File: src/lfgd_pkg.sv
// Shared types, codes and helpers of the linear fit gradient descent block.
package lfgd_pkg;

   localparam int unsigned DATA_W = 32;
   localparam int unsigned WIDE_W = 64;
   localparam int unsigned LOSS_W = 31;
   localparam int unsigned EPS_W  = 17;
   localparam int unsigned ITER_W = 16;
   localparam int unsigned DIV_CNT_W = 6;
   localparam logic [DIV_CNT_W-1:0] DIV_LAST = DIV_CNT_W'(WIDE_W - 1);
   localparam int unsigned CSR_ADDR_W = 4;
   localparam int unsigned CSR_DATA_W = 32;

   localparam logic signed [WIDE_W-1:0] MAX32 = WIDE_W'(64'sh7FFF_FFFF);
   localparam logic [LOSS_W-1:0] LOSS_MAX = '1;

   typedef enum logic [1:0] {
      REG_INIT_WEIGHT = 2'd0,
      REG_INIT_BIAS   = 2'd1,
      REG_STEP_SIZE   = 2'd2,
      REG_ITER_COUNT  = 2'd3
   } reg_index_type;

   typedef enum logic [3:0] {
      ST_LOAD,
      ST_START,
      ST_ITER,
      ST_READ,
      ST_MUL,
      ST_DIFF,
      ST_SQ,
      ST_ACC,
      ST_DIV,
      ST_STORE,
      ST_UPDATE,
      ST_DONE
   } state_type;

   typedef enum logic [1:0] {
      EVAL_BASE = 2'd0,
      EVAL_W    = 2'd1,
      EVAL_B    = 2'd2
   } eval_type;

   typedef struct packed {
      logic load;     // sample port open
      logic take;     // sample word accepted
      logic start;
      logic iter;
      logic rd;
      logic mul;
      logic diff;
      logic sq;
      logic acc;
      logic div;
      logic store;
      logic update;
      logic emit;
   } cmd_type;

   typedef struct packed {
      logic iter_zero;
      logic idx_last;
      logic div_last;
      logic eval_last;
      logic iter_last;
      logic out_free;
   } status_type;

   function automatic logic ovf32(input logic signed [WIDE_W-1:0] v);
      return v[WIDE_W-1:DATA_W-1] != {(WIDE_W-DATA_W+1){v[WIDE_W-1]}};
   endfunction

   function automatic logic signed [DATA_W-1:0] sat32(input logic signed [WIDE_W-1:0] v);
      if (!ovf32(v)) return v[DATA_W-1:0];
      else if (v[WIDE_W-1]) return {1'b1, {(DATA_W-1){1'b0}}};
      else return {1'b0, {(DATA_W-1){1'b1}}};
   endfunction

endpackage

File: src/lfgd_csr.sv
// Configuration register file on an APB-style port.
module lfgd_csr (
   input  logic                                 clock,
   input  logic                                 reset,
   input  logic                                 csr_psel,
   input  logic                                 csr_penable,
   input  logic                                 csr_pwrite,
   input  logic [lfgd_pkg::CSR_ADDR_W-1:0]      csr_paddr,
   input  logic [lfgd_pkg::CSR_DATA_W-1:0]      csr_pwdata,
   output logic [lfgd_pkg::CSR_DATA_W-1:0]      csr_prdata,
   output logic                                 csr_pready,
   output logic signed [lfgd_pkg::DATA_W-1:0]   init_weight,
   output logic signed [lfgd_pkg::DATA_W-1:0]   init_bias,
   output logic [lfgd_pkg::EPS_W-1:0]           step_size,
   output logic [lfgd_pkg::ITER_W-1:0]          iteration_count
);
   import lfgd_pkg::*;

   logic signed [DATA_W-1:0] weight_ff, bias_ff;
   logic [EPS_W-1:0]         eps_ff;
   logic [ITER_W-1:0]        iter_ff;
   reg_index_type            index;
   logic                     wr;

   assign csr_pready = 1'b1;
   assign index = reg_index_type'(csr_paddr[3:2]);
   assign wr = csr_psel && csr_penable && csr_pwrite;

   always_ff @(posedge clock) begin
      if (reset) begin
         weight_ff <= '0;
         bias_ff   <= '0;
         eps_ff    <= EPS_W'(66);
         iter_ff   <= ITER_W'(600);
      end else if (wr) begin
         unique case (index)
            REG_INIT_WEIGHT: weight_ff <= csr_pwdata;
            REG_INIT_BIAS:   bias_ff   <= csr_pwdata;
            REG_STEP_SIZE:   eps_ff    <= csr_pwdata[EPS_W-1:0];
            REG_ITER_COUNT:  iter_ff   <= csr_pwdata[ITER_W-1:0];
            default: ;
         endcase
      end
   end

   always_comb begin
      unique case (index)
         REG_INIT_WEIGHT: csr_prdata = weight_ff;
         REG_INIT_BIAS:   csr_prdata = bias_ff;
         REG_STEP_SIZE:   csr_prdata = CSR_DATA_W'(eps_ff);
         REG_ITER_COUNT:  csr_prdata = CSR_DATA_W'(iter_ff);
         default:         csr_prdata = '0;
      endcase
   end

   assign init_weight     = weight_ff;
   assign init_bias       = bias_ff;
   assign step_size       = eps_ff;
   assign iteration_count = iter_ff;

endmodule

File: config.mk
export PLATFORM = sky130hd
export DESIGN_NAME = lfgd_csr
export DESIGN_NICKNAME = d
export VERILOG_FILES = /design/src/lfgd_pkg.sv /design/src/lfgd_csr.sv
export SDC_FILE = /design/constraint.sdc
export NUM_CORES = 1
export LEC_CHECK = 0
export BUFFER_PORTS_ARGS = -buffer_cell sky130_fd_sc_hd__buf_2
export CORE_MARGIN = 8
export CORE_UTILIZATION = 45
export CTS_CLUSTER_SIZE = 10
export DETAILED_ROUTE_END_ITERATION = 10
export GPL_ROUTABILITY_DRIVEN = 0
export PLACE_DENSITY = 0.77
export SYNTH_ARGS = -nofsm -noshare
export SYNTH_HDL_FRONTEND = slang
export SYNTH_SLANG_ARGS = --single-unit
File: constraint.sdc
create_clock -name clock -period 1.4 [get_ports clock]
set_clock_uncertainty 0.15 [all_clocks]
set_input_delay 0.21 -clock clock [delete_from_list [all_inputs] [get_ports clock]]
set_output_delay 0.21 -clock clock [all_outputs]
set_load 0.02 [all_outputs]
[Word-level counts from Yosys, hierarchy flattened]
Cells that the tools add are included.
Word-level totals
  register bits after elaboration: 97
  latch bits: 0
  bits in writable memories: 0
  ROM bits: 0
  output and inout bits: 130
  memories kept: 0
Cells by class
  add/subtract/negate cells: 0
  multiply operators: 0
  divide/modulo/power cells: 0
  $lt $le $gt $ge: 0
  equal/unequal tests: 3
  shift-type cells: 0
  muxes and demuxes: 1
  bitwise gates (word level): 0
  reductions and logical operators: 7
Operators by type and width (count)
  $pmux 32 s4: 1
  $reduce_and 2->1: 4
  $eq 2x2->1 const B: 2
  $eq 2x1->1 const B: 1
  $logic_and 1x1->1: 2
  $logic_not 2->1: 1

[Longest topological paths before layout]
  depth after elaboration: 3
  gate-level depth with buffers: 5
  mapped depth without buffers: 3

[Worst setup path before layout]
Ideal clock, no wire load.
  path kind: in2out
  from: input csr_paddr[2] in the netlist's numbering
  to: output csr_prdata[0] in the netlist's numbering
  arrival: 1155 ps
  data required time: 1040 ps
  path slack: -115 ps
  cell stages on the path: 3
  path buffers: 2
  cell sequence: buf_6 buf_4 mux4_2
On the way
  word-level cells in the longest chain between the ends: 2
  elaborated cells between the ends (all ways): 5
  those cells by class: 3 x eq/ne; 1 x mux; 1 x reduce/logical
RTL lines
  start: declaration: RTL line lfgd_csr.sv:8  | input logic [lfgd_pkg::CSR_ADDR_W-1:0] csr_paddr,
  $eq 2x2->1 (tied with other cells): RTL line lfgd_csr.sv:47  | unique case (index)
  $pmux 32 s4 (*): RTL line lfgd_csr.sv:47
  end: declaration: RTL line lfgd_csr.sv:10  | output logic [lfgd_pkg::CSR_DATA_W-1:0] csr_prdata,
Mark *: on every way between the ends. The rest lies on a longest branch, timed or not.

[Final worst setup path]
  from: register iter_ff[4] (netlist: iteration_count[4])
  to: output csr_prdata[4] in the netlist's numbering
On the way
  word-level cells in the longest chain between the ends: 1
RTL lines
  start: declaration: RTL line lfgd_csr.sv:21  | logic [ITER_W-1:0] iter_ff;
  start signal: assignment: RTL line lfgd_csr.sv:40  | REG_ITER_COUNT: iter_ff <= csr_pwdata[ITER_W-1:0];
  $pmux 32 s4: RTL line lfgd_csr.sv:47
Every way passes these cells.

==> impl_metrics.py <==
metrics = {
    "worst_hold_path": {
        "holdPathStages": 3,
        "min_from": "csr_pwdata[16]",
        "hold_end": "step_size[16]",
        "hold_class": "in -> reg",
    },
    "critical_path": {
        "reg2reg_depth": 4,
        "cp_slowest_cell": "mux4_2",
        "crit_path_max_fanout": 2,
        "reg2reg_setup_slack_ps": 470,
        "cp-end-kind": "output pin",
        "cpLargestDelayFamily": "multiplexers",
        "slowest_delay_ps": 500,
        "crit_buf_inv": 1,
        "cp_cell_sequence": "mux4_2 > buf_6",
        "path_class": "reg -> out",
        "required_ps": 1040,
        "regToRegEndpoint": "iteration_count[11]",
        "start_kind": "flip-flop",
        "cp_data_arrival_time_ps": 1340,
        "rr_startpoint": "iteration_count[11]",
    },
    "power_and_ir_drop": {
        "combinationalPowerShare": 0.129,
        "p_clk_frac": 0.367,
        "intPower_mw": 4.286,
        "cellPowerDensity_mw_per_mm2": 799.8,
        "peakVddDrop_v": 0.0005521,
        "p_seq_frac": 0.504,
        "switching_share": 0.2343,
        "p_leak_nw": 3.584,
        "switchingPower_mw": 1.311,
    },
    "grt": {
        "grt_use_met1": 0.2284,
        "grt_overflow": 0,
        "top_usage_layer": "met2",
        "met3_usage": 0.05336,
        "grt_usage": 0.2028,
        "use_met2": 0.3663,
        "grt_pass1_vias": 4432,
        "grt_pass1_wl_um": 21750,
        "grt_antenna_before_repair": 0,
        "grt_max_degree": 70,
    },
    "synthesis": {
        "synth_top_cell_by_area": "dfxtp_1",
        "synthesis.nets": 460,
        "synth_top_area_frac": 0.4209,
        "syn_inst": 419,
        "synth_area_leaders": "dfxtp_1 42%, mux2i_1 25%, nand2b_1 17%",
        "ys_seq_area_frac": 0.4209,
        "synth_cell_types": 22,
        "ys_warn_count": 0,
        "syn_area_mm2": 0.004613,
        "avgSynthCellArea_um2": 11.01,
        "ys_seq_elements": 97,
    },
    "drt": {
        "ant_nets": 0,
        "drcViolationCount": 0,
        "wl_per_cell_um": 17.12,
        "dr.first_iter.drc_count": 225,
        "num_vias": 4074,
        "wirelength_um": 13980,
        "vias_per_cell": 4.987,
        "dr.pass1.iters": 6,
    },
    "clocking": {
        "numCtsBuffers": 9,
        "clockRootBuffer": "clkbuf_8",
        "cts_tree": "yes",
        "worstSkewPairLatency_ps": 350,
        "htreeDepth": 3,
        "path_clk_slew_ps": 90,
        "cts_sinks": 97,
        "clock_path_buffers": 2,
    },
    "floorplanning": {
        "chipWidth_um": 117.3,
        "rows": 37,
        "die_area_mm2": 0.01375,
        "die_h_um": 117.3,
        "initial_core_util": 0.4550,
        "core_mm2": 0.01014,
        "ios": 171,
    },
    "timing": {
        "worst_slack_ps": -299.1,
        "finalHoldViolCount": 0,
        "rsz0062_at_grt": "yes",
        "maxSlewViolCount": 0,
        "period_share": 1.214,
        "fmaxAchievable_ghz": 0.5886,
        "fin_setup_tns_ps": -4248,
        "finalSetupViolations": 21,
        "fin_crit_ps": 1699,
    },
    "run_status": {
        "failed_checks": "setup timing",
        "status": "complete, but fails checks",
    },
    "placed_design": {
        "port_buffers": 167,
        "place_hpwl_um": 9276,
        "dpl-instance-area_mm2": 0.005804,
    },
    "job": {
        "drv_cap": 0,
    },
    "finish": {
        "antennaDiodeCount": 0,
        "nets": 717,
        "final_area_mm2": 0.006998,
        "area_growth_pct": 51.70,
        "drive_gt1_frac": 0.5639,
    },
}
-- placed cells by master (no fill, tap or decap), drive strengths merged --
| cell type | instances |
|---|---|
| buf | 258 |
| nand2b | 123 |
| mux2i | 113 |
| dfxtp | 97 |
| nor2 | 26 |
| dlygate4sd3 | 20 |
| mux4 | 16 |
| clkbuf | 14 |
| bufinv | 2 |
| nand2 | 2 |
| nand3 | 2 |
| and2b | 1 |
| o21ai | 1 |
| nor3 | 1 |
| nor3b | 1 |
| and3 | 1 |
| nand3b | 1 |
| or3 | 1 |
| conb | 1 |
-- worst reg2reg max path, cell delays in order, from the launching register on --
cell and delay (ps):
dfxtp_2 340, buf_6 110, buf_6 110, nand2b_1 60
mux2i_1 60
-- kinds of logic (layout without fill, tap and decap cells) --
family / after synthesis / count (layout) / share of synthesized area
simple gates: 159 / 159 / 0.2107
flops: 97 / 97 / 0.4209
buf+inv: 32 / 294 / 0.04312
compound gates: 1 / 1 / 0.001084
other cells: 1 / 1 / 0.0008129
mux: 129 / 129 / 0.3233
-- metal layers --
metal	up-vias	wire length, µm
met5	-	0
met2	154	6971
met3	16	1067
met1	1976	5766
met4	0	177
li1	1928	-
-- registers in the layout, summed over array words and instances, names as in the netlist --
name,count
step_size,17
init_weight,32
iteration_count,16
init_bias,32
-- worst max-delay path by stage --
stage / slack [ps] / endpoint / startpoint / cells past startpoint
6_report: -300 / csr_prdata[4] / iteration_count[4] / 2
4_1_cts: -290 / csr_prdata[4] / iteration_count[4] / 2
2_1_floorplan: -50 / csr_prdata[23] / csr_paddr[3] / 4
3_5_place_dp: -190 / csr_prdata[15] / csr_paddr[2] / 4
3_3_place_gp: -180 / csr_prdata[15] / csr_paddr[2] / 4
5_1_grt: -330 / csr_prdata[4] / iteration_count[4] / 2
-- stage by stage --
step	setup WS (ps)	total power, mW	utilization	hold slack, ps	cells
finish	-299.1	5.597	0.6902	27.61	817
global route	-334.9	5.834	0.6902	25.27	817
CTS	-292.3	5.628	0.6786	14.75	807
detailed placement	-188.2	3.480	0.5725	332.1	721
global placement	-181.1	3.465	0.5725	318.9	721
floorplan	-48.45	3.269	-	221.2	419
-- cells in the mapped netlist (all sizes together) --
cell type and n:
conb 1, and2b 1, nor3b 1, mux4 16, dfxtp 97, nand3b 1
nor2 26, and3 1, nor3 1, nand3 2, nand2b 123, nand2 2
buf 19, or3 1, clkbuf 13, mux2i 113, o21ai 1
-- layout make-up --
cell class | count | area (µm²)
clock buffers | 14 | 162.7
clock inverters | 2 | 60.06
fillers | 739 | 3141
multi-input cells | 290 | 2499
flip-flops and latches | 97 | 2047
well taps | 136 | 170.2
repair buffers | 278 | 2059
-- power groups by stage --
stage                     clock (mW)  combinational (mW)  sequential, mW
after floorplan                    0               0.344            2.92
after global placement             0               0.584            2.88
after detailed placement           0               0.596            2.88
after CTS                       2.10               0.714            2.82
after global routing            2.24               0.771            2.82
final                           2.05               0.724            2.82
-- what timing repair did --
| item | in CTS | in global routing |
|---|---|---|
| gates resized for setup | 128 | 21 |
| hold endpoints to repair | 36 | 0 |
| pin swaps | 2 | 5 |
| endpoints found under the setup margin | 32 | 34 |
| setup buffers | 49 | 10 |
| hold buffers | 20 | 0 |
| cloned | 1 | 0 |
Note: power is estimated with default switching activity, not from simulation.
