$ cat src/lfgd_pkg.sv
// Shared types, codes and helpers of the linear fit gradient descent block.
package lfgd_pkg;

   localparam int unsigned DATA_W = 32;
   localparam int unsigned WIDE_W = 64;
   localparam int unsigned LOSS_W = 31;
   localparam int unsigned EPS_W  = 17;
   localparam int unsigned ITER_W = 16;
   localparam int unsigned DIV_CNT_W = 6;
   localparam logic [DIV_CNT_W-1:0] DIV_LAST = DIV_CNT_W'(WIDE_W - 1);
   localparam int unsigned CSR_ADDR_W = 4;
   localparam int unsigned CSR_DATA_W = 32;

   localparam logic signed [WIDE_W-1:0] MAX32 = WIDE_W'(64'sh7FFF_FFFF);
   localparam logic [LOSS_W-1:0] LOSS_MAX = '1;

   typedef enum logic [1:0] {
      REG_INIT_WEIGHT = 2'd0,
      REG_INIT_BIAS   = 2'd1,
      REG_STEP_SIZE   = 2'd2,
      REG_ITER_COUNT  = 2'd3
   } reg_index_type;

   typedef enum logic [3:0] {
      ST_LOAD,
      ST_START,
      ST_ITER,
      ST_READ,
      ST_MUL,
      ST_DIFF,
      ST_SQ,
      ST_ACC,
      ST_DIV,
      ST_STORE,
      ST_UPDATE,
      ST_DONE
   } state_type;

   typedef enum logic [1:0] {
      EVAL_BASE = 2'd0,
      EVAL_W    = 2'd1,
      EVAL_B    = 2'd2
   } eval_type;

   typedef struct packed {
      logic load;     // sample port open
      logic take;     // sample word accepted
      logic start;
      logic iter;
      logic rd;
      logic mul;
      logic diff;
      logic sq;
      logic acc;
      logic div;
      logic store;
      logic update;
      logic emit;
   } cmd_type;

   typedef struct packed {
      logic iter_zero;
      logic idx_last;
      logic div_last;
      logic eval_last;
      logic iter_last;
      logic out_free;
   } status_type;

   function automatic logic ovf32(input logic signed [WIDE_W-1:0] v);
      return v[WIDE_W-1:DATA_W-1] != {(WIDE_W-DATA_W+1){v[WIDE_W-1]}};
   endfunction

   function automatic logic signed [DATA_W-1:0] sat32(input logic signed [WIDE_W-1:0] v);
      if (!ovf32(v)) return v[DATA_W-1:0];
      else if (v[WIDE_W-1]) return {1'b1, {(DATA_W-1){1'b0}}};
      else return {1'b0, {(DATA_W-1){1'b1}}};
   endfunction

endpackage

$ cat src/lfgd_ctrl.sv
// Sequencer for sample loading, loss evaluation and parameter updates.
module lfgd_ctrl (
   input  logic                   clock,
   input  logic                   reset,
   input  logic                   req_tvalid,
   input  logic                   req_tlast,
   input  lfgd_pkg::status_type   status,
   output lfgd_pkg::cmd_type      cmd
);
   import lfgd_pkg::*;

   state_type state_ff, state_in;

   always_ff @(posedge clock) begin
      if (reset) state_ff <= ST_LOAD;
      else       state_ff <= state_in;
   end

   always_comb begin
      state_in = state_ff;
      unique case (state_ff)
         ST_LOAD:   if (req_tvalid && req_tlast) state_in = ST_START;
         ST_START:  state_in = status.iter_zero ? ST_DONE : ST_ITER;
         ST_ITER:   state_in = ST_READ;
         ST_READ:   state_in = ST_MUL;
         ST_MUL:    state_in = ST_DIFF;
         ST_DIFF:   state_in = ST_SQ;
         ST_SQ:     state_in = ST_ACC;
         ST_ACC:    state_in = status.idx_last ? ST_DIV : ST_READ;
         ST_DIV:    if (status.div_last) state_in = ST_STORE;
         ST_STORE:  state_in = status.eval_last ? ST_UPDATE : ST_READ;
         ST_UPDATE: state_in = status.iter_last ? ST_DONE : ST_ITER;
         ST_DONE:   if (status.out_free) state_in = ST_LOAD;
         default:   state_in = ST_LOAD;
      endcase
   end

   always_comb begin
      cmd = '0;
      unique case (state_ff)
         ST_LOAD: begin
            cmd.load = 1'b1;
            cmd.take = req_tvalid;
         end
         ST_START:  cmd.start  = 1'b1;
         ST_ITER:   cmd.iter   = 1'b1;
         ST_READ:   cmd.rd     = 1'b1;
         ST_MUL:    cmd.mul    = 1'b1;
         ST_DIFF:   cmd.diff   = 1'b1;
         ST_SQ:     cmd.sq     = 1'b1;
         ST_ACC:    cmd.acc    = 1'b1;
         ST_DIV:    cmd.div    = 1'b1;
         ST_STORE:  cmd.store  = 1'b1;
         ST_UPDATE: cmd.update = 1'b1;
         ST_DONE:   cmd.emit   = status.out_free;
         default: ;
      endcase
   end

endmodule

$ cat config.mk
export PLATFORM = sky130hd
export DESIGN_NAME = lfgd_ctrl
export DESIGN_NICKNAME = d
export VERILOG_FILES = /design/src/lfgd_pkg.sv /design/src/lfgd_ctrl.sv
export SDC_FILE = /design/constraint.sdc
export NUM_CORES = 1
export LEC_CHECK = 0
export ABC_AREA = 1
export BUFFER_PORTS_ARGS = -buffer_cell sky130_fd_sc_hd__buf_4
export CAP_MARGIN = 30
export CORE_AREA = 2 2 39 41
export CTS_BUF_LIST = sky130_fd_sc_hd__clkbuf_2
export CTS_CLUSTER_SIZE = 16
export DETAILED_ROUTE_END_ITERATION = 8
export DIE_AREA = 0 0 41 43
export GPL_ROUTABILITY_DRIVEN = 1
export HOLD_SLACK_MARGIN = 0.03
export SETUP_SLACK_MARGIN = 0.05
export SYNTH_ARGS = -nofsm -noshare
export SYNTH_HDL_FRONTEND = slang
export SYNTH_SLANG_ARGS = --single-unit
$ cat constraint.sdc
create_clock -name clock -period 2.3 [get_ports clock]
set_clock_uncertainty 0.05 [all_clocks]
set_input_delay 0.115 -clock clock [delete_from_list [all_inputs] [get_ports clock]]
set_output_delay 0.115 -clock clock [all_outputs]
set_load 0.05 [all_outputs]
# [After elaboration in Yosys (flattened, before gate mapping)]
# Cells that the tools add are included.
[word_totals] reg_bits=4 in_bits=10
[classes] n_eq_ne=14 muxes=20 reduce_logical=3
[ops] op="$pmux W4 S12" n=1
[ops] op="$mux W4" n=7
[ops] op="$eq A4 B3 Y1 const B" n=4
[ops] op="$eq A4 B4 Y1 const B" n=4
[ops] op="$mux W1" n=11
[ops] op="$eq A4 B2 Y1 const B" n=2
[ops] op="$ne A2 B2 Y1 const B" n=3
[ops] op="$eq A4 B1 Y1 const B" n=1
[ops] op="$logic_not A4 Y1" n=1
[ops] op="$reduce_and A3 Y1" n=1
[ops] op="$mux W2" n=1
[ops] op="$logic_and A1 B1 Y1" n=1

# [Depth between registers and ports, before layout]
# Gate-level depths: netlist of run 1.
[logic_depth] depth_word=3 depth_mapped=9 ltp_nobuf=9

# [Worst setup path before layout of run 1]
# OpenSTA, ideal clock, no wires.
[synth_timing] path_kind="reg2out" startpoint="register state_ff[1]" endpoint="output port cmd[0] (netlist bit)" t_arrival_ns=1.618 required_time_ns=2.135 setup_slack_ns=0.517 stages_incl_launch_ff=3 n_path_buf=0 path_cell_list="dfxtp_1 > nand2_2 > nor3_1"
[synth_rtl] element="start, declared" line_no="lfgd_ctrl.sv:12" source="state_type state_ff, state_in;"
[synth_rtl] element="start signal, assigned" line_no="lfgd_ctrl.sv:16" source="else state_ff <= state_in;"
[synth_rtl] element="end, declared" line_no="lfgd_ctrl.sv:8" source="output lfgd_pkg::cmd_type cmd"

==> results.md, run 1 <==
* I/O pins at 23
* Crit path required time at 2130 ps
* Die Ht at 43 um
* Clk sink count at 4
* Syn avg cell area at 5.36 um^2
* Switch Pwr at roughly 0.46 mW
* Post-CTS Setup Bufs at 0
* Syn Inst Count at 75
* Worst Tran Pin Value at approximately 230 ps
* Vias in the first global route at around 460
* Synth cell types at 16
* CTS Buf Count at 3
* First-pass GRT wire length at roughly 1.8 mm
* Hold Crit Class: input pin to flop
* Setup violators final at 0
* Fin. max-slew vios at 0
* Clock power share at ~8.1%
* Port buffer count at 22
* Gr usage total at roughly 15%
* DR WL/cell at 9.14 um
* Leak at 0.357 nW
* Min-delay src: reset
* F_max at 0.696 GHz
* Non-filler cells, final at 116
* Overflow after GRT at 0
* Die width at 41 um
* CP Class: flop to output port
* Post-CTS sizing at 0
* Area grow syn2layout at 49.8%
* TritonCTS clock tree: yes
* Via Count at 510
* Top reg by flops: state_ff
* Htree depth at 1
* Sw frac at 60.3%
* Iter 0 DRT Violations at 11
* Initial antenna violation count at 0
* DIE AREA at 1760 um^2
* Clk slew on worst S/H paths at 40 ps
* Hpwl dp at between 800 and 900 um
* PwrDens at 1260 nW/um^2
* Hold-fix buffers at CTS at 0
* Startpoint types: flop
* Status: finished, final reports clean
* Critical Path Start: state_ff[3]
* Final worst path period share at ~62%
* Routed WL at 1.06 mm
* Post-synthesis cell area at 402 um^2
* RSZ-0062 raised after global routing: no
* Largest net degree at the start of global routing at 7
* TNS Setup at 0 ps
* Gpl congestion at 0.792
* Final Critical Period at 1440 ps
* ANT cells at 0
* Endpoint class of the critical path: output port
* Buffers from clock root to sink, at most at 2
* Total iterations of the first detailed-routing run at 4
* Largest area contributor in the netlist: dfxtp_1
* Post-synth net total at 85
* Pint at 0.301 mW
* Post-route DRC at 0
* Std cell rows at 14
* Largest regs: state_ff (4)
* Max IR drop VDD at 0.791 mV
* Core area at between 1000 and 1500 um^2
* RR Startpoint: state_ff[3]
* Vias per Instance at 4.40
* Sequential power share at 16.9%
* YS warnings at 0
* Clock Latency Late Sink at 200 ps
* Synthesized flop and latch total at 4
* Fin. Hold Viols at 0
* Synth area leaders: dfxtp_1 (20%), inv_1 (14%), nand2_1 (14%)
* Initial Util at between 20 and 30%
* Max reg flops at 4
* Gate power share at 74.9%
* Fraction of layout cells with a size suffix above 1 at between 30 and 40%
* Rel. slew slack at between 80% and 90%
* Post-synth top area share at 19.9%
* Max-cap violations at 0
* Final nets at ~110
* Final antenna-violating net count at 0
* Register area share after synthesis at 19.9%
* Max FO, Critical Path at 5
* CTS root buffer: clkbuf_2
* Critical Path AT at 1270 ps
* Placed insts at between 100 and 150
-- cell usage in the layout, fill, tap and decap left out, drive strengths merged --
cell	netlist	final
nand2	19	19
o21ai	2	2
nor3	1	1
nand4	1	1
nor2	20	20
buf	0	22
dfxtp	4	4
clkbuf	0	3
inv	18	18
a21oi	4	4
nand3	6	6
-- logic make-up (layout without fill, tap and decap cells) --
logic type / count (synthesis) / in the layout / synth area share [%]
AND/OR/NAND/NOR: 47 / 47 / 54.8
buffers and inverters: 18 / 43 / 16.8
AO/OA/AOI/OAI: 6 / 6 / 8.41
flip-flops: 4 / 4 / 19.9
-- routing by layer --
metal | up-vias | global-route usage [%] | routed length (um)
met5 | - | 0 | 0
met2 | 21 | 22.2 | 500
met4 | 0 | 8.00 | 14
met3 | 2 | 4.71 | 74
met1 | 212 | 18.6 | 470
li1 | 275 | - | -
-- worst max-delay path, stage by stage, from the launching register on --
cell and delay (ps):
dfxtp_1 350, nor2_1 220, inv_1 110, nor2_1 160
buf_4 230
-- power groups by stage --
stage | clock [mW] | combinational [mW] | sequential, mW
2_1_floorplan | 0 | 0.428 | 0.123
3_3_place_gp | 0 | 0.573 | 0.129
3_5_place_dp | 0 | 0.567 | 0.130
4_1_cts | 0.0642 | 0.569 | 0.128
5_1_grt | 0.0691 | 0.624 | 0.133
6_report | 0.0615 | 0.568 | 0.128
-- synthesized netlist by cell type --
cell and instances:
nor2_1 15, nand3_1 5, nor2_4 1, nor3_1 1, nand3_2 1, nor2_2 4
o21ai_0 1, inv_1 15, nand4_1 1, nand2_1 15, a21oi_1 3, nand2_2 4
inv_2 3, dfxtp_1 4, o21ai_1 1, a21oi_2 1
-- through the flow --
step                total power, mW  setup WS [ps]  hold slack (ps)  instance area [um^2]  util [%]
finish                        0.757            863             44.7                   602      43.5
global route                  0.825            735             30.5                   602      43.5
CTS                           0.761            864             36.0                   602      43.5
detailed placement            0.696           1020              255                   587      42.4
global placement              0.702           1010              255                   587      42.4
floorplan                     0.551            517              127                   402         -
-- worst paths after layout --
check	to	slack (ps)	cells past startpoint
worst min register to register	state_ff[0]	630	4
worst min-delay path	state_ff[3]	40	2
worst max register to register	state_ff[0]	1000	6
worst max-delay path	cmd[8]	860	4
-- cell type report --
class / count / area (um^2)
repair buffers: 22 / 165
inverters: 18 / 67.6
fillers: 153 / 782
flip-flops and latches: 4 / 80.1
clock buffers: 3 / 15.0
multi-input cells: 53 / 254
well taps: 16 / 20.0
No activity file was read; power rests on OpenSTA's default activity.
==> inputs of run 2 (changes only) <==
==> constraint.sdc (replaced) <==
create_clock -name clock -period 1.2 [get_ports clock]
set_clock_uncertainty 0.05 [all_clocks]
set_input_delay 0.06 -clock clock [delete_from_list [all_inputs] [get_ports clock]]
set_output_delay 0.06 -clock clock [all_outputs]
set_load 0.05 [all_outputs]
==> run 2 against run 1 <==
The run now ends with setup timing left. Via count grew 26%. Core utilization grew 35 points. Cell area grew 81%. Total power grew to 3.5 times the previous value. Clock-buffer cell count grew 1. Register-to-register slack lost 1100 ps. Critical endpoint is now cmd[10].
==> results.md, run 2 (synthesized netlist as in run 1, its figures left out) <==
* Sw frac at 53.1%
* PwrDens at approximately 2400 nW/um^2
* Count of buffer and inverter cells on the critical path at 3
* Critical Path Start: state_ff[2]
* Commonest non-fill, non-tap cell in the layout: buf_4
* Fin. max-slew vios at 0
* Area grow syn2layout at 171%
* Worst hold slack at between 150 and 200 ps
* DR WL/cell at between 10 and 15 um
* Vias in the first global route at between 600 and 700
* Max FO, Critical Path at 5
* Gr usage total at 21.5%
* Final antenna-violating net count at 0
* Cell family with most CP delay: buffers and inverters
* F_max at 0.735 GHz
* CTS Buf Count at 3
* TNS Setup at -1170 ps
* Status: complete, but fails checks
* Leak at 0.532 nW
* Core area at around 1400 um^2
* Initial Util at 29.0%
* Endpoint class of the critical path: output port
* Largest net degree at the start of global routing at 7
* Final Util at between 70% and 80%
* Clk sink count at 4
* Switch Pwr at 1.39 mW
* Critical Path AT at 1250 ps
* Min-delay src: status[3]
* Gate power share at 81.2%
* Final Critical Period at 1360 ps
* Total iterations of the first detailed-routing run at 4
* Top reg by flops: state_ff
* Rel. slew slack at 82.3%
* RSZ-0062 raised after global routing: yes
* RR Startpoint: state_ff[0]
* Worst r2r dst: state_ff[3]
* Dpl cell area at approximately 780 um^2
* Placed insts at 123
* Max-cap violations at 0
* Via Count at 641
* Post-route DRC at 0
* Std cell rows at 14
* Hpwl dp at 1.10 mm
* Sequential power share at 13.1%
* R2r setup slk at -80 ps
* Worst Tran Pin Value at between 200 and 300 ps
* Reg2reg path depth at 10
* CTS root buffer: clkbuf_2
* CP Class: flop to output port
* Port buffer count at 22
* DIE AREA at 1760 um^2
* Initial antenna violation count at 0
* Startpoint types: flop
* Most frequent cells in the layout: buf_4 (22), nor2_4 (15), inv_1 (11), buf_6 (11), nand2_1 (10)
* ANT cells at 0
* Largest stage delay, worst path at 380 ps
* Final nets at 133
* Final WS setup at -161 ps
* Non-filler cells, final at 138
* Die width at 41 um
* Buffers from clock root to sink, at most at 2
* Crit path required time at 1090 ps
* Hold Crit Endpoint: state_ff[3]
* Gpl congestion at 0.773
* TritonCTS clock tree: yes
* First-pass GRT wire length at between 2 and 3 mm
* Routed WL at 1.69 mm
* Largest regs: state_ff (4)
* Overflow after GRT at 0
* Max IR drop VDD at 1.80 mV
* Count of cells along the worst hold path at 6
* Fraction of layout cells with a size suffix above 1 at between 70% and 80%
* Hold Crit Class: input pin to flop
* Die Ht at between 40 and 50 um
* Fin. Hold Viols at 0
* Setup violators final at 14
* Max reg flops at 4
* Htree depth at 1
* Iter 0 DRT Violations at 7
* Critical-path cell list: nor2_4, buf_4, inv_1, nor2_4, buf_8
* Fin area at 1090 um^2
* Pint at between 1 and 1.5 mW
* Clk slew on worst S/H paths at ~60 ps
* Clock power share at around 5.7%
* Failing checks: setup timing
* Clock Latency Late Sink at 220 ps
* Final worst path period share at 113%
* Vias per Instance at 4.64
* CP dominant cell by count: nor2_4
* I/O pins at 23
* Critical-path top delay cell: dfxtp_4
[run 2: what timing repair did]
item / 4_1_cts / 5_1_grt
endpoints found under the hold margin: 3 / 0
setup buffers: 8 / 2
pin swaps: 5 / 6
gates resized for setup: 39 / 15
setup endpoints to repair: 17 / 17
hold buffers: 1 / 0
[run 2: power groups by stage]
stage                     logic (mW)  registers [mW]  clock network (mW)
after floorplan                 1.05           0.282                   0
after global placement          1.47           0.292                   0
after detailed placement        1.49           0.294                   0
after CTS                       1.93           0.340               0.156
after global routing            2.24           0.351               0.176
final                           2.13           0.344               0.150
[run 2: worst min-delay path, delay by kind of cell]
family                 cells  cell delay, ps
buffers and inverters      3             160
and+or+nand+nor            2             130
AOI/OAI and AO/OA          1              50
[run 2: worst max-delay path by stage]
stage | end | slack (ps) | depth (start not counted)
after floorplan | state_ff[3] | -110 | 9
after global placement | state_ff[0] | -40 | 6
after detailed placement | state_ff[0] | -50 | 7
after CTS | cmd[8] | -130 | 5
after global routing | cmd[10] | -230 | 5
final | cmd[10] | -160 | 5
[run 2: metal layers]
layer	up-vias	global-route usage (%)	wire (um)
li1	321	-	-
met3	0	8.38	68
met5	-	0	0
met4	0	1.33	0
met2	20	38.1	979
met1	300	23.8	640
[run 2: stage by stage]
step | setup WS, ps | power (mW)
after global routing | -231 | 2.77
after floorplan | -111 | 1.33
after CTS | -132 | 2.43
after detailed placement | -54.5 | 1.78
after global placement | -36.6 | 1.77
final | -161 | 2.63
[run 2: area by class of cell]
| type | count | area, um^2 |
|---|---|---|
| Multi-Input combinational cell | 53 | 435 |
| Inverter | 18 | 82.6 |
| Clock buffer | 4 | 20.0 |
| Fill cell | 107 | 297 |
| Timing Repair Buffer | 43 | 434 |
| Sequential cell | 4 | 95.1 |
| Tap cell | 16 | 20.0 |
==> inputs of run 3 (changes only) <==
--- a/config.mk
+++ b/config.mk
@@ -15,6 +15,7 @@
 export DIE_AREA = 0 0 41 43
 export GPL_ROUTABILITY_DRIVEN = 1
 export HOLD_SLACK_MARGIN = 0.03
+export PLACE_DENSITY = 0.71
 export SETUP_SLACK_MARGIN = 0.05
 export SYNTH_ARGS = -nofsm -noshare
 export SYNTH_HDL_FRONTEND = slang
==> run 3 against run 2 <==
The run still ends with setup timing left. Sequential power grew 3%. Total power is 9.7% lower. Non-clock buffer count is 13 lower. Critical path depth unchanged. Setup slack gained 59 ps. Register-to-register slack gained 40 ps. Die area is the same. Highest routed layer is now met4.
==> results.md, run 3 (synthesized netlist as in run 1, its figures left out) <==
* Fraction of layout cells with a size suffix above 1 at 70.6%
* Clk sink count at 4
* Max IR drop VDD at around 1.6 mV
* Commonest non-fill, non-tap cell in the layout: nor2_4
* Hold Crit Endpoint: state_ff[3]
* Reg2reg path depth at 6
* Initial Util at slightly below 30%
* Leak at 0.454 nW
* DR WL/cell at 11.3 um
* Most frequent cells in the layout: nor2_4 (14), buf_4 (11), inv_1 (10)
* Buffers from clock root to sink, at most at 2
* Cell family with most CP delay: flip-flops
* Status: complete, but fails checks
* Reg area at around 95 um^2
* DIE AREA at around 1800 um^2
* Pre-CTS WS at -40.5 ps
* Vias per Instance at 4.66
* Std cell rows at 14
* Critical Path AT at 1190 ps
* Post-route DRC at 0
* Endpoint class of the critical path: output port
* Hpwl dp at 1.10 mm
* Final Critical Period at 1300 ps
* Gr usage total at 17.9%
* Die width at 41 um
* Largest stage delay, worst path at 380 ps
* Final WS setup at -103 ps
* Htree depth at 1
* Fin. Hold Viols at 0
* Largest regs: state_ff (4)
* I/O pins at 23
* Max-cap violations at 0
* Port buffer count at 22
* PwrDens at 2400 nW/um^2
* Via Count at between 500 and 600
* CTS Buf Count at 3
* Vias in the first global route at around 560
* Dpl cell area at between 700 and 800 um^2
* Core area at 1380 um^2
* Initial antenna violation count at 0
* Clk slew on worst S/H paths at 50 ps
* Startpoint types: flop
* Fin. max-slew vios at 0
* ANT cells at 0
* Count of cells along the worst hold path at 6
* Hold Crit Class: input pin to flop
* Area grow syn2layout at 146%
* Total iterations of the first detailed-routing run at 4
* Fin area at 988 um^2
* Clock Latency Late Sink at ~210 ps
* First-pass GRT wire length at about 2.2 mm
* Setup violators final at 10
* Max reg flops at 4
* TritonCTS clock tree: yes
* Iter 0 DRT Violations at 7
* TNS Setup at -591 ps
* Final antenna-violating net count at 0
* F_max at between 0.7 and 0.8 GHz
* Overflow after GRT at 0
* Crit path required time at around 1100 ps
* Max FO, Critical Path at 5
* Rel. slew slack at 84.7%
* Top reg by flops: state_ff
* Largest net degree at the start of global routing at 7
* Worst Tran Pin Value at 229 ps
* RR Startpoint: state_ff[2]
* CTS root buffer: clkbuf_2
* Final worst path period share at 109%
* Min-delay src: status[3]
* CP Class: flop to output port
* Count of buffer and inverter cells on the critical path at 2
* Failing checks: setup timing
* Routed WL at 1.41 mm
* R2r setup slk at -40 ps
* Worst hold slack at 173 ps
* Gpl congestion at 0.815
* Fillers at 108
* Worst r2r dst: state_ff[0]
* Critical-path top delay cell: dfxtp_4
* Multi-input logic area at 442 um^2
* Die Ht at 43 um
* RSZ-0062 raised after global routing: yes
* Critical-path cell list: nor2_4, nand2_2, buf_6, nor2_4, buf_8
* Final nets at 120
* Total power at 2.37 mW
* CP dominant cell by count: nor2_4
[run 3: cell count changes in the layout (fill, tap and decap cells not counted)]
| cell | change |
|---|---|
| nor2_2 | +1 |
| nand2_8 | +1 |
| nand2_1 | -1 |
| inv_2 | +1 |
| nand2_4 | -1 |
| inv_1 | -1 |
| nand2_2 | +1 |
| nor2_4 | -1 |
| inv_8 | -1 |
| buf_4 | -11 |
| inv_4 | -1 |
| buf_6 | -2 |
| inv_6 | +2 |
[run 3: area by class of cell]
type                            count  share of cell area [%]
Tap cell                           16                    2.03
Timing Repair Buffer               30                    33.3
Inverter                           18                    8.35
Sequential cell                     4                    9.62
Multi-Input combinational cell     53                    44.7
Clock buffer                        4                    2.03
[run 3: through the flow]
| stage | util [%] | instances |
|---|---|---|
| finish | 71.4 | 125 |
| detailed placement | 53.9 | 118 |
| global route | 71.4 | 125 |
| global placement | 53.9 | 118 |
| CTS | 62.4 | 123 |
| floorplan | - | 75 |
[run 3: layer usage]
metal / part of all wire [%] / GRT usage, %
met1: 34 / 20.3
met2: 57 / 30.6
met3: 6.7 / 2.62
met4: 2.4 / 8.00
met5: 0 / 0
[run 3: power breakdown]
| group | switching (mW) | internal (mW) | leakage (nW) |
|---|---|---|---|
| Combinational | 1.11 | 0.754 | 0.402 |
| Clock | 0.0613 | 0.0880 | 0.0166 |
| Sequential | 0.146 | 0.208 | 0.0356 |
[run 3: how the worst max path moves through the flow]
stage                 from           to  slack [ps]  cells after the start
6_report       state_ff[2]      cmd[11]        -100                      5
5_1_grt        state_ff[2]      cmd[11]        -150                      5
4_1_cts        state_ff[3]       cmd[2]         -90                      5
3_5_place_dp   state_ff[2]  state_ff[0]         -40                      6
3_3_place_gp   state_ff[2]  state_ff[0]           7                      6
2_1_floorplan  state_ff[2]  state_ff[3]        -110                      9
[run 3: tightest hold or removal path: cells and delay by family]
family | cells | cell delay (ps)
buffers and inverters | 3 | 160
AND/OR/NAND/NOR | 2 | 120
AO/OA/AOI/OAI | 1 | 50
[run 3: timing repair]
item / in CTS / in global routing
hold buffers: 1 / 0
buffers inserted: 0 / 2
setup endpoints to repair: 17 / 16
endpoints found under the hold margin: 3 / 0
pin swaps: 4 / 7
resized for setup: 24 / 30
